## config.mk

```make
export PLATFORM = sky130hd
export DESIGN_NAME = mlp_ram
export DESIGN_NICKNAME = d
export VERILOG_FILES = /design/src/rtl/core/mlp_ram.sv
export SDC_FILE = /design/constraint.sdc
export NUM_CORES = 1
export LEC_CHECK = 0
export BUFFER_PORTS_ARGS = -buffer_cell sky130_fd_sc_hd__buf_4
export CAP_MARGIN = 20
export CORE_MARGIN = 2
export CORE_UTILIZATION = 52
export DETAILED_ROUTE_END_ITERATION = 10
export PLACE_DENSITY = 0.79
export SYNTH_ARGS = -nofsm -noshare
export SYNTH_HDL_FRONTEND = slang
export SYNTH_SLANG_ARGS = --single-unit
```

## constraint.sdc

```tcl
create_clock -name clk -period 7.2 [get_ports clk]
set_input_delay 1.08 -clock clk [delete_from_list [all_inputs] [get_ports clk]]
set_output_delay 1.08 -clock clk [all_outputs]
set_load 0.01 [all_outputs]
```

## src/rtl/core/mlp_ram.sv

```systemverilog
module mlp_ram #(
  parameter int WIDTH = 16,
  parameter int DEPTH = 64
) (
  input  logic                     clk,
  input  logic                     we,
  input  logic [$clog2(DEPTH)-1:0] waddr,
  input  logic [WIDTH-1:0]         wdata,
  input  logic [$clog2(DEPTH)-1:0] raddr,
  output logic [WIDTH-1:0]         rdata_r
);

  logic [WIDTH-1:0] mem [DEPTH];

  always_ff @(posedge clk) begin
    if (we) begin
      mem[waddr] <= wdata;
    end
    rdata_r <= mem[raddr];
  end

endmodule

```

======== Word-level counts from Yosys, hierarchy flattened ========
Memories as Yosys holds them, arrays and structs flattened. A register that Yosys moved wholly into a read port is not among the register bits.
Index checks and enable logic that the tools add are counted.
Widths: inputs -> output; s select.
storage, ports and cells
  register bits ........................... 0
  bits in latches ......................... 0
  memory bits (writable) .................. 1024
  bits in read-only memories .............. 0
  input port bits ......................... 30
  output and inout port bits .............. 16
  memories kept ........................... 1
operators by class
  $add $sub $neg .......................... 0
  $mul .................................... 0
  div/mod/pow operators ................... 0
  $lt $le $gt $ge ......................... 0
  equal/unequal tests ..................... 0
  shift operators ......................... 0
  multiplexer cells ....................... 2
  bitwise logic cells ..................... 0
  reduce and logical (&&, ||, !) cells .... 0
memories
  name  depth  width  rd ports  clocked after Yosys merged registers in  wr ports  RTL line  text
  mem   64     16     1         1                                        1         13        logic [WIDTH-1:0] mem [DEPTH];
operators by type and width
  operator  number
  $mux 1    2

======== Logic depth before layout (Yosys ltp) ========
  depth after elaboration ................. 2
  gate-level depth with buffers ........... 10
  gate-level depth less buffers ........... 5

======== Worst setup path after synthesis ========
Ideal clock, no wire load.
  kind .................................... input to register
  start ................................... in waddr[3]
  end ..................................... mem mem[48][0], enable pin
  setup time .............................. 0.409 ns
  arrival ................................. 2.706 ns
  data required time ...................... 6.791 ns
  path slack .............................. 4.085 ns
  stages on the path ...................... 4
  cells stage by stage .................... clkbuf_1 -> nor2b_1 -> nand4b_1 -> nor3_1
RTL lines
  item             RTL line  text
  start, declared  7         input logic [$clog2(DEPTH)-1:0] waddr,
  end, declared    13
No word-level cell before the write port.

==> out/qor.csv <==
stage,metric,value,unit
critical_path,reg2reg_from,mem[51][6]$_DFFE_PP_,
clock_network,path_clk_slew,0.06,ns
timing,final.period_utilization,51.8,%
critical_path,worstPathArrival,4.28,ns
synthesis,synthCells,1829,
critical_path,worst_r2r_endpoint,rdata_r[6]$_DFF_P_,
critical_path,start_kind,input pin,
critical_path,path_class,in2reg,
synthesis,synth_edf_count,1024,
clock_network,cts_buffers,97,
drt,met1_length,33800,µm
floorplanning,die_y,281,µm
clock_network,hold_buffers,0,
synthesis,syn_avg_cell_area,21.9,µm²
clock_network,cts_max_path_buffers,3,
timing,max_slew_margin,26.3,%
synthesis,synthArstFlopShare,0,%
critical_path,cp_cell_sequence,buf_8 -> buf_12 -> mux4_2 -> mux2_2 -> nand2_1 -> nand4_1 -> and4_1,
final_layout,n_antenna_cell,0,
critical_path,slowest_delay,0.63,ns
final_layout,drive_gt1_share,26.0,%
drt,dr_wl_met3,9470,µm
drt,drtIter0Drc,2738,
placed_design,place_congestion,0.839,
timing,fmax,268,MHz
pwr,p_leak,14.1,nW
floorplanning,die_x,281,µm
run_status,status,completed,
pwr,ir_drop,0.208,mV
timing,tightest_slew,1.10,ns
timing,finalSetupViolCount,0,
synthesis,synth_seq_cells,1040,
synthesis,syn_nets,1859,
grt,first_global_vias,19805,
timing,fin_crit,3.73,ns
clock_network,cts_num_sinks,1040,
floorplanning,start_util,52.6,%
critical_path,critPathBufInv,2,
timing,slew_viol_final,0,
pwr,powerDensity,281,mW/mm²
final_layout,area_growth,11.9,%
min_path,min_to,rdata_r[12]$_DFF_P_,
drt,vias,19451,
critical_path,required,7.74,ns
synthesis,synth_ff_type,edfxtp_1,
drt,via_per_inst,6.39,
clock_network,root_buffer,clkbuf_16,
drt,drt-pass1-iter-count,8,
drt,route.met2.wl,46800,µm
drt,totalWireLength,93400,µm
floorplanning,core-area,0.0761,mm²
synthesis,netlist_area,0.0400,mm²
drt,top_layer,met5,
clock_network,cts_tree,done,
floorplanning,num_io_pins,46,
critical_path,crit_fanout,106,
clock_network,post_cts_resized,0,
timing,worst_hold_slack,0.906,ns
grt,grt_max_degree,114,
min_path,min_path_cells,4,
synthesis,yosys_warnings,0,
timing,rsz0062_at_grt,false,
critical_path,reg2reg_slack,5.05,ns
timing,setup_tns,0,ns
floorplanning,rows,101,
final_layout,final_nets,1962,
flow_run,cap_violations,0,
min_path,worstHoldStart,mem[8][12]$_DFFE_PP_,
grt,track_usage,24.0,%
grt,antenna_found_initial,4,
timing,clock_skew,0.0323,ns
drt,drc,0,
grt,grt_pass1_wl,136000,µm
pwr,total_power,0.0126,W
clock_network,cts_max_level,3,
critical_path,crit_slowest_cell,mux4_2,
synthesis,ys_seq_area_share,77.6,%
synthesis,yosysUniqueCellTypes,43,
critical_path,path_delay_family,buffers and inverters,
drt,ant_nets,0,
critical_path,reg2reg_depth,4,
placed_design,hpwl,51800,µm
critical_path,crit_path_end_kind,flip-flop,
placed_design,portBuffers,45,
min_path,hold_path.class,reg2reg,
clock_network,post-cts-setup-buffers,0,
drt,wl_per_cell,30.7,µm
timing,finalHoldViolCount,0,
floorplanning,dieArea,0.0792,mm²
grt,grt_overflow_total,0,
clock_network,worstSkewPairLatency,0.68,ns
==> cells by family (layout without fill, tap and decap cells) <==
logic type	count (synthesis)	count (layout)	synth area share, %
buffers and inverters	104	291	1.83
DFF	1040	1040	77.6
muxes	336	336	15.5
and+or+nand+nor	220	220	2.65
AOI/OAI and AO/OA	129	129	2.41
==> how the worst max path moves through the flow <==
stage / from / to / cells after the start
after floorplan: waddr[3] / mem[48][0]$_DFFE_PP_ / 4
after global placement: raddr[0] / rdata_r[10]$_DFF_P_ / 7
after detailed placement: raddr[0] / rdata_r[2]$_DFF_P_ / 7
after CTS: raddr[0] / rdata_r[2]$_DFF_P_ / 7
after global routing: raddr[0] / rdata_r[2]$_DFF_P_ / 7
final: raddr[0] / rdata_r[2]$_DFF_P_ / 7
==> report_power, final <==
part / internal (W) / total, W / switching, W
logic: 0.000219 / 0.000604 / 0.000386
registers: 0.00670 / 0.00673 / 0.0000286
clock network: 0.00304 / 0.00525 / 0.00220
total: 0.00996 / 0.0126 / 0.00262
==> per-layer routing <==
| layer | GRT usage (%) | vias to the layer above |
|---|---|---|
| met5 | 0 | - |
| met4 | 9.42 | 4 |
| met3 | 4.50 | 202 |
| met2 | 39.7 | 1246 |
| met1 | 32.0 | 10118 |
| li1 | - | 7881 |
==> placed cells by master, fill, tap and decap left out, types with 24 or more instances in the layout <==
| cell type | count |
|---|---|
| a22oi_1 | 39 |
| buf_4 | 98 |
| clkbuf_16 | 99 |
| edfxtp_1 | 1024 |
| mux2_2 | 27 |
| mux2i_1 | 85 |
| mux4_2 | 220 |
| nand2_1 | 59 |
| nand3_1 | 24 |
| nor2_1 | 56 |
| nor2b_1 | 28 |
==> registers in the layout, indices dropped and copies added, names as in the netlist <==
signal / flops
rdata_r: 16
mem: 1024
==> synth_stat cells, types with 3 or more instances <==
| library cell | instances | area share, % |
|---|---|---|
| mux2_2 | 27 | 0.76 |
| nor4_2 | 3 | 0.094 |
| a31oi_1 | 8 | 0.12 |
| clkbuf_1 | 24 | 0.22 |
| nand4_1 | 12 | 0.19 |
| nand2b_1 | 3 | 0.047 |
| buf_8 | 3 | 0.11 |
| a21oi_1 | 17 | 0.21 |
| a221o_1 | 6 | 0.15 |
| mux4_1 | 4 | 0.26 |
| buf_1 | 3 | 0.028 |
| a211o_1 | 8 | 0.17 |
| and4_1 | 5 | 0.11 |
| a22oi_1 | 39 | 0.73 |
| mux4_2 | 220 | 12 |
| nor2b_1 | 30 | 0.47 |
| mux2i_1 | 85 | 2.1 |
| buf_4 | 13 | 0.24 |
| edfxtp_1 | 1024 | 77 |
| a221oi_1 | 16 | 0.35 |
| a311oi_1 | 8 | 0.17 |
| o21ai_1 | 3 | 0.037 |
| dfxtp_1 | 16 | 0.80 |
| a22o_1 | 6 | 0.13 |
| o21ai_0 | 5 | 0.062 |
| buf_2 | 36 | 0.45 |
| nand2_1 | 59 | 0.55 |
| buf_12 | 5 | 0.25 |
| a41oi_1 | 5 | 0.11 |
| a211oi_1 | 8 | 0.15 |
| nor2_1 | 72 | 0.67 |
| buf_6 | 17 | 0.48 |
| nand3_1 | 24 | 0.30 |
==> stage by stage <==
step           utilization (%)  setup slack, ns  area [µm²]  instances
3_5_place_dp              54.6             2.84       41500       2861
4_1_cts                   58.9             3.48       44800       3044
3_3_place_gp              54.5             2.82       41500       2859
5_1_grt                   58.9             3.24       44800       3046
2_1_floorplan                -             4.09       40000       1829
6_report                  58.9             3.47       44800       3046
==> worst min-delay path: cells and delay by family, from the launching register on <==
| kind | cells | cell delay, ns |
|---|---|---|
| flops | 1 | 0.32 |
| simple gates | 3 | 0.32 |
| mux | 1 | 0.23 |
==> area by class of cell <==
type	instances	area, µm²
flip-flops and latches	1040	31100
repair buffers	108	905
clock inverters	63	698
well taps	1030	1290
clock buffers	120	2570
fillers	5167	31300
multi-input cells	685	8290
(Power assumes the default switching activity.)
