<file path="src/rtl/core/mlp_pkg.sv">
package mlp_pkg;

  localparam int MAX_NODES_DEF    = 16;
  localparam int MAX_MATRICES_DEF = 4;
  localparam int VALUE_WIDTH      = 16;
  localparam int FRAC_BITS        = 12;
  localparam int ACC_WIDTH        = 40;
  localparam int PROD_WIDTH       = 2 * VALUE_WIDTH;
  localparam int MAX_RESULTS      = 16;
  localparam int COUNT_W          = 5;
  localparam int CFG_IDX_W        = 8;
  localparam int CFG_DATA_W       = 8;

  localparam logic [1:0] MODE_WEIGHT = 2'd0;
  localparam logic [1:0] MODE_BIAS   = 2'd1;
  localparam logic [1:0] MODE_SAMPLE = 2'd2;

  localparam logic [CFG_IDX_W-1:0] REG_ACT_KIND  = 8'd0;
  localparam logic [CFG_IDX_W-1:0] REG_IN_COUNT  = 8'd1;
  localparam logic [CFG_IDX_W-1:0] REG_NODE_CNT  = 8'd2;
  localparam logic [CFG_IDX_W-1:0] REG_HIDDEN    = 8'd3;
  localparam logic [CFG_IDX_W-1:0] REG_OUT_COUNT = 8'd4;

  typedef enum logic [1:0] {
    ACT_SIGMOID = 2'd0,
    ACT_TANH    = 2'd1,
    ACT_RELU    = 2'd2,
    ACT_LEAKY   = 2'd3
  } act_kind_t;

  typedef logic signed [VALUE_WIDTH-1:0] value_t;

  // sigmoid(k/2) in Q12 for k = 0..16
  function automatic logic [12:0] sig_lut(input logic [4:0] idx);
    logic [12:0] t;
    unique case (idx)
      5'd0:    t = 13'd2048;
      5'd1:    t = 13'd2550;
      5'd2:    t = 13'd2994;
      5'd3:    t = 13'd3349;
      5'd4:    t = 13'd3608;
      5'd5:    t = 13'd3785;
      5'd6:    t = 13'd3902;
      5'd7:    t = 13'd3976;
      5'd8:    t = 13'd4022;
      5'd9:    t = 13'd4051;
      5'd10:   t = 13'd4069;
      5'd11:   t = 13'd4079;
      5'd12:   t = 13'd4086;
      5'd13:   t = 13'd4090;
      5'd14:   t = 13'd4092;
      5'd15:   t = 13'd4094;
      default: t = 13'd4095;
    endcase
    return t;
  endfunction

endpackage

</file>
<file path="src/rtl/core/mlp_act.sv">
module mlp_act import mlp_pkg::*; (
  input  logic      clk,
  input  logic      en,
  input  act_kind_t kind,
  input  value_t    x,
  output value_t    y_r
);

  logic signed [16:0] xe;
  logic [16:0]        mag;
  logic [17:0]        arg;
  logic [6:0]         seg;
  logic [10:0]        frac;
  logic [12:0]        t0;
  logic [12:0]        t1;
  logic [8:0]         dlt;
  logic [19:0]        ip;
  logic [12:0]        s;
  logic signed [14:0] tv;
  logic signed [22:0] lk;
  value_t             y_nxt;

  always_comb begin
    xe   = 17'(x);
    mag  = x[VALUE_WIDTH-1] ? 17'(-xe) : 17'(xe);
    // tanh(x) = 2*sigmoid(2x) - 1
    arg  = (kind == ACT_TANH) ? {mag, 1'b0} : {1'b0, mag};
    seg  = arg[17:11];
    frac = arg[10:0];
    t0   = sig_lut(seg[4:0]);
    t1   = sig_lut(5'(seg[4:0] + 5'd1));
    dlt  = 9'(t1 - t0);
    ip   = 20'(dlt) * 20'(frac);
    s    = (seg >= 7'd16) ? sig_lut(5'd16) : 13'(t0 + 13'(ip >> 11));
    tv   = $signed({1'b0, s, 1'b0}) - 15'sd4096;
    lk   = 23'(x) * 23'sd41;
    unique case (kind)
      ACT_SIGMOID: y_nxt = x[VALUE_WIDTH-1] ? value_t'(16'd4096 - 16'(s)) : value_t'(s);
      ACT_TANH:    y_nxt = x[VALUE_WIDTH-1] ? value_t'(-tv) : value_t'(tv);
      ACT_RELU:    y_nxt = x[VALUE_WIDTH-1] ? '0 : x;
      ACT_LEAKY:   y_nxt = (x > 0) ? x : value_t'(lk >>> FRAC_BITS);
      default:     y_nxt = x;
    endcase
  end

  always_ff @(posedge clk) begin
    if (en) begin
      y_r <= y_nxt;
    end
  end

endmodule

</file>
<file path="config.mk">
export PLATFORM = sky130hd
export DESIGN_NAME = mlp_act
export DESIGN_NICKNAME = d
export VERILOG_FILES = /design/src/rtl/core/mlp_pkg.sv /design/src/rtl/core/mlp_act.sv
export SDC_FILE = /design/constraint.sdc
export NUM_CORES = 1
export LEC_CHECK = 0
export BUFFER_PORTS_ARGS = -buffer_cell sky130_fd_sc_hd__buf_4
export CAP_MARGIN = 20
export CORE_MARGIN = 2
export CORE_UTILIZATION = 40
export DETAILED_ROUTE_END_ITERATION = 7
export MAX_ROUTING_LAYER = met4
export PLACE_DENSITY = 0.63
export SLEW_MARGIN = 20
export SYNTH_ARGS = -nofsm -noshare
export SYNTH_HDL_FRONTEND = slang
export SYNTH_SLANG_ARGS = --single-unit
</file>
<file path="constraint.sdc">
create_clock -name clk -period 17 [get_ports clk]
set_input_delay 3.4 -clock clk [delete_from_list [all_inputs] [get_ports clk]]
set_output_delay 3.4 -clock clk [all_outputs]
set_load 0.02 [all_outputs]
</file>
# After elaboration in Yosys (flattened, before gate mapping)
# Memories as Yosys holds them, arrays and structs flattened.
# Cells that the tools add are included.
[op_classes] n_eq_ne=3 muxes=10 div_mod_pow=0 shift=0 add_sub_neg=7 order_cmp=2 mul=2 reduce_logical=1 n_bitwise=0
[op_table] operator="16-bit one-hot mux with 4 select lines" n=1
[op_table] operator="16-bit 2-to-1 mux" n=3
[op_table] operator="13-bit 2-to-1 mux" n=2
[op_table] operator="16-bit by 7-bit multiplier with 23-bit output (second input constant)" n=1
[op_table] operator="9-bit by 11-bit multiplier with 20-bit output" n=1
[op_table] operator="18-bit 2-to-1 mux" n=1
[op_table] operator="17-bit 2-to-1 mux" n=1
[op_table] operator="16-bit negation with 17-bit output" n=1
[op_table] operator="16-bit by 1-bit > comparator with 1-bit output (second input constant)" n=1
[op_table] operator="15-bit negation with 16-bit output" n=1
[op_table] operator="15-bit 2-to-1 mux" n=1
[op_table] operator="14-bit by 13-bit subtractor with 15-bit output (second input constant)" n=1
[op_table] operator="13-bit by 13-bit subtractor with 14-bit output (first input constant)" n=1
[op_table] operator="13-bit by 9-bit adder with 13-bit output" n=1
[op_table] operator="9-bit 2-to-1 mux" n=1
[op_table] operator="9-bit subtractor" n=1
[op_table] operator="7-bit by 5-bit greater-or-equal comparator with 1-bit output (second input constant)" n=1
[op_table] operator="5-bit by 1-bit adder with 5-bit output (second input constant)" n=1
[op_table] operator="2-bit == test (second input constant)" n=2
[op_table] operator="2-bit by 1-bit == test with 1-bit output (second input constant)" n=1
[op_table] operator="2-bit zero test" n=1
[totals] wordCells=28 latch_bits=0 mem_bits_rw=0 memories=2 romBits=352 ff_bits=16
[mem_list] memory="(name not given)" depth=16 word_bits=11 read_ports=1 rd_ports_with_merged_regs=0 wr=0 line="mlp_pkg.sv:36" rtl="unique case (idx)"
[mem_list] memory="(name not given)" depth=16 word_bits=11 read_ports=1 rd_ports_with_merged_regs=0 wr=0 line="mlp_pkg.sv:36"

# Depth between registers and ports, before layout
# An unclocked memory read counts as a cell.
[depth] depth_word=14 mapped_depth=57 depth_no_buf=53

# Worst setup path after synthesis
# OpenSTA, ideal clock, no wires.
[synth_path] kind="in2reg" start="input port x[0]" end="register y_r[13] (data pin)" arrival_ns=14.987 cell_stages=54 setup_time_ns=0.272 setup_slack_ns=1.741 path_buffers=4 path_cell_list="buf_2 inv_1 ha_1 or3b_2 o41ai_1 xnor2_1 or2_2 o21ai_1 inv_1 ha_1 inv_1 ha_1 clkbuf_1 o211ai_1 o211ai_1 ha_1 nor2b_1 o21ai_0 (+18 left out) nor2_1 a211oi_1 o21ai_0 o211a_1 nor3_1 o21bai_1 xnor2_1 ha_1 clkbuf_1 inv_1 nor2_1 a21boi_0 a211o_1 or4b_1 or3_1 o31ai_2 xor2_1 o211ai_1"
[synth_between] elab_chain_len=14 elab_cells_between_ends=22
[synth_lines] item="from (decl)" line="mlp_act.sv:5" rtl="input value_t x,"
[synth_lines] item="16-bit negation with 17-bit output" line="mlp_act.sv:25" rtl="mag = x[VALUE_WIDTH-1] ? 17'(-xe) : 17'(xe);"
[synth_lines] item="17-bit 2-to-1 mux" line="mlp_act.sv:25"
[synth_lines] item="18-bit 2-to-1 mux" line="mlp_act.sv:27" rtl="arg = (kind == ACT_TANH) ? {mag, 1'b0} : {1'b0, mag};"
[synth_lines] item="5-bit by 1-bit adder with 5-bit output" line="mlp_act.sv:31" rtl="t1 = sig_lut(5'(seg[4:0] + 5'd1));"
[synth_lines] item="memory read 16 x 11 bit"
[synth_lines] item="9-bit 2-to-1 mux" line="mlp_pkg.sv:36"
[synth_lines] item="9-bit subtractor" line="mlp_act.sv:32" rtl="dlt = 9'(t1 - t0);"
[synth_lines] item="9-bit by 11-bit multiplier with 20-bit output" line="mlp_act.sv:33" rtl="ip = 20'(dlt) * 20'(frac);"
[synth_lines] item="13-bit by 9-bit adder with 13-bit output" line="mlp_act.sv:34" rtl="s = (seg >= 7'd16) ? sig_lut(5'd16) : 13'(t0 + 13'(ip >> 11));"
[synth_lines] item="13-bit 2-to-1 mux" line="mlp_act.sv:34"
[synth_lines] item="14-bit by 13-bit subtractor with 15-bit output" line="mlp_act.sv:35" rtl="tv = $signed({1'b0, s, 1'b0}) - 15'sd4096;"
[synth_lines] item="15-bit negation with 16-bit output" line="mlp_act.sv:39" rtl="ACT_TANH: y_nxt = x[VALUE_WIDTH-1] ? value_t'(-tv) : value_t'(tv);"
[synth_lines] item="16-bit 2-to-1 mux" line="mlp_act.sv:39"
[synth_lines] item="16-bit one-hot mux with 4 select lines *" line="mlp_act.sv:37" rtl="unique case (kind)"
[synth_lines] item="via y_nxt[13]" line="mlp_act.sv:21" rtl="value_t y_nxt;"
[synth_lines] item="to (signal assigned)" line="mlp_act.sv:48" rtl="y_r <= y_nxt;"
[synth_lines] item="to (decl)" line="mlp_act.sv:6" rtl="output value_t y_r"
# Mark *: on every way through the listed nets, which the timed path passes. The rest lies on a longest branch.
# A chain may end at the register's enable or synchronous reset.

# Worst setup path in the final report
[layout_path] start="input port x[0]" end="register y_r[14] (data pin)"
# Same word-level chain as after synthesis.

==> results by group <==
Outcome
  – Outcome: finished clean

Critical path
  – Worst Path Arrival: 15.67 ns
  – CP endpoint: y_r[14]$_DFFE_PP_
  – CP Capture Type: flip-flop
  – WP data required: 17.00 ns
  – CP max stage delay: 0.61 ns
  – Critical path startpoint: x[0]
  – Slowest stage cell, crit path: a21boi_0
  – CP Class: in -> reg
  – Setup crit start kind: input pin
  – CP Max Fanout: 11

Clock tree
  – Cts repair resizes: 0
  – CTS tree: done
  – CTS sink cnt: 16
  – Clock buffer depth: 2
  – H-tree levels: 1
  – Num CTS Buffers: 3
  – Hold-fix buffers, CTS: 0
  – Clk slew on worst S/H paths: around 0.050 ns
  – Postcts setup bufs: 0
  – Root Buffer Master: clkbuf_16

Floorplanning
  – Die Y: about 150 µm
  – Num rows: 52
  – Initial Util: 0.4110
  – Die ar.: 0.02210 mm²
  – Total core area: 0.02036 mm²
  – Die width: 148.7 µm
  – Ports: 36

Timing
  – Slew margin rel.: 0.3022
  – Minimum clock period: 15.67 ns
  – RSZ-0062 raised after global routing: no
  – Slew @ Worst Pin: 1.039 ns
  – Tcrit/Tclk final: 0.9218
  – Peak Freq: ~64 MHz
  – Setup_tns: 0 ns
  – Final-report setup violation count: 0
  – Hold Fails Final Rpt: 0
  – Final Max Tran Viols: 0

Synth
  – Register area share after synthesis: 0.05740
  – Top FF cell, synth: edfxtp_1
  – Synth warn: 0
  – Synth Area per Inst: around 7.9 µm²
  – Cells after Synth: 1063
  – Synth unique cells: 88
  – Net count after synthesis: 1280
  – FF+latch count, synth: 16
  – Async SR Flop Fraction: 0
  – Synth Cell Area: 0.008371 mm²
  – Number of synthesized flops with an enable pin: 16

GRT
  – GRT Residual Overflow: 0
  – Vias in the first global route: ~7000
  – Initial antenna violation count: 0
  – GRT Resource Usage Total: 0.2039
  – First-pass GRT wire length: 35950 µm
  – Largest net degree at the start of global routing: 53

Placed design
  – GPL Wtd Cong: between 0.9 and 1
  – Cell total after placement: 1339
  – Port Buffer Count: 35
  – DP HPWL: 17450 µm

Layout
  – Filler cells: between 2000 and 2500
  – Most frequent cells in the layout: inv_1 (182), ha_1 (117), nor2_1 (107), fa_1 (80), nand2_1 (58)
  – Largest regs: y_r x16
  – Layout cells sized above 1: 0.1016
  – Most common cell after layout, fill and taps aside: inv_1
  – P&R area growth vs syn: 7.130%
  – Antenna diode count: 0
  – Largest register FFs: 16
  – Nets@finish: 1291
  – Post-Layout Cell Count: 1343
  – Largest Register: y_r

Detailed routing
  – Vias after detailed routing: roughly 7300
  – Iteration-0 DRC Markers: 452
  – DR vias/cell: 5.413
  – DRC: 0
  – Antenna-violating nets left: 0
  – First drt pass iteration count: 5
  – Wirelength, routed: 21310 µm
  – Drt wl/cell: 15.87 µm

Hold path
  – Min-delay worst type: in -> reg
  – Worst hold path depth: 1

Flow run
  – Max-Cap Viols: 0
-- logic make-up (layout without fill, tap and decap cells) --
family	Yosys count	in the layout	synth area share
compound gates	228	228	0.1849
xor+xnor	48	48	0.05605
mux	21	21	0.02989
simple gates	329	329	0.2024
fa+ha+maj	197	197	0.3662
buf+inv	224	234	0.1031
flops	16	16	0.05740
-- area by class of cell --
class | count | area [µm²] | share of cell area
Clock buffer | 3 | 75.07 | 0.008372
Clock inverter | 1 | 3.754 | 0.0004186
Tap cell | 270 | 337.8 | 0.03767
Timing Repair Buffer | 45 | 337.8 | 0.03767
Multi-Input combinational cell | 823 | 7038 | 0.7848
Inverter | 185 | 694.4 | 0.07744
Sequential cell | 16 | 480.5 | 0.05358
-- worst max-delay path, delay by kind of cell --
family	cells	cell delay, ns
AOI/OAI and AO/OA	19	4.18
adders and majority gates	10	3.98
and+or+nand+nor	15	3.06
buffers and inverters	7	0.53
xor gates and xnor gates	2	0.47
-- cell usage after synthesis (4+ instances only) --
cell type | n | area share
nor3_1 | 21 | 0.013
mux2i_1 | 16 | 0.019
and2_1 | 7 | 0.0052
nand2_1 | 58 | 0.026
inv_1 | 182 | 0.082
xnor2_1 | 34 | 0.036
o221ai_1 | 4 | 0.0042
and3_1 | 5 | 0.0037
nand3_1 | 23 | 0.014
nand4_1 | 9 | 0.0067
or3_1 | 6 | 0.0045
o21ai_0 | 53 | 0.032
o31ai_1 | 8 | 0.0072
o21a_1 | 11 | 0.0099
ha_1 | 117 | 0.17
o22ai_1 | 5 | 0.0037
o21bai_1 | 5 | 0.0045
buf_2 | 6 | 0.0036
a211oi_1 | 7 | 0.0063
a21o_1 | 18 | 0.016
a21oi_1 | 43 | 0.026
nor2_1 | 107 | 0.048
o21ai_1 | 8 | 0.0048
xor2_1 | 10 | 0.010
nor2b_1 | 10 | 0.0075
nor3b_1 | 5 | 0.0045
clkbuf_1 | 28 | 0.013
a211o_1 | 5 | 0.0052
o211ai_1 | 7 | 0.0063
fa_1 | 80 | 0.19
nand2b_1 | 26 | 0.019
a31oi_1 | 9 | 0.0067
edfxtp_1 | 16 | 0.057
or2_2 | 29 | 0.022
-- metal layers --
| layer | routed length, µm | track usage | vias to the layer above |
|---|---|---|---|
| met5 | 0 | - | - |
| met4 | 202 | 0.02952 | 0 |
| met3 | 1143 | 0.01871 | 14 |
| met2 | 9779 | 0.3229 | 190 |
| met1 | 10180 | 0.2913 | 3449 |
| li1 | - | - | 3617 |
-- how the worst min path moves through the flow --
stage	slack, ns	start	to
CTS	3.52	en	y_r[0]$_DFFE_PP_
floorplan	3.51	en	y_r[0]$_DFFE_PP_
finish	3.52	en	y_r[1]$_DFFE_PP_
global placement	3.78	en	y_r[7]$_DFFE_PP_
global route	3.53	en	y_r[3]$_DFFE_PP_
detailed placement	3.78	en	y_r[7]$_DFFE_PP_
-- stage by stage --
stage | setup WS [ns] | hold WS, ns | instance area (µm²) | utilization
after global placement | 0.9576 | 3.777 | 8880 | 0.4360
after detailed placement | 0.6870 | 3.777 | 8880 | 0.4360
final | 1.329 | 3.516 | 8967 | 0.4403
after global routing | 0.1909 | 3.530 | 8967 | 0.4403
after CTS | 0.9217 | 3.523 | 8959 | 0.4399
after floorplan | 1.741 | 3.513 | 8371 | -
Power is left out: the tool's default activity adds up to more than one toggle a clock period on the data nets, which glitch-free logic cannot reach.
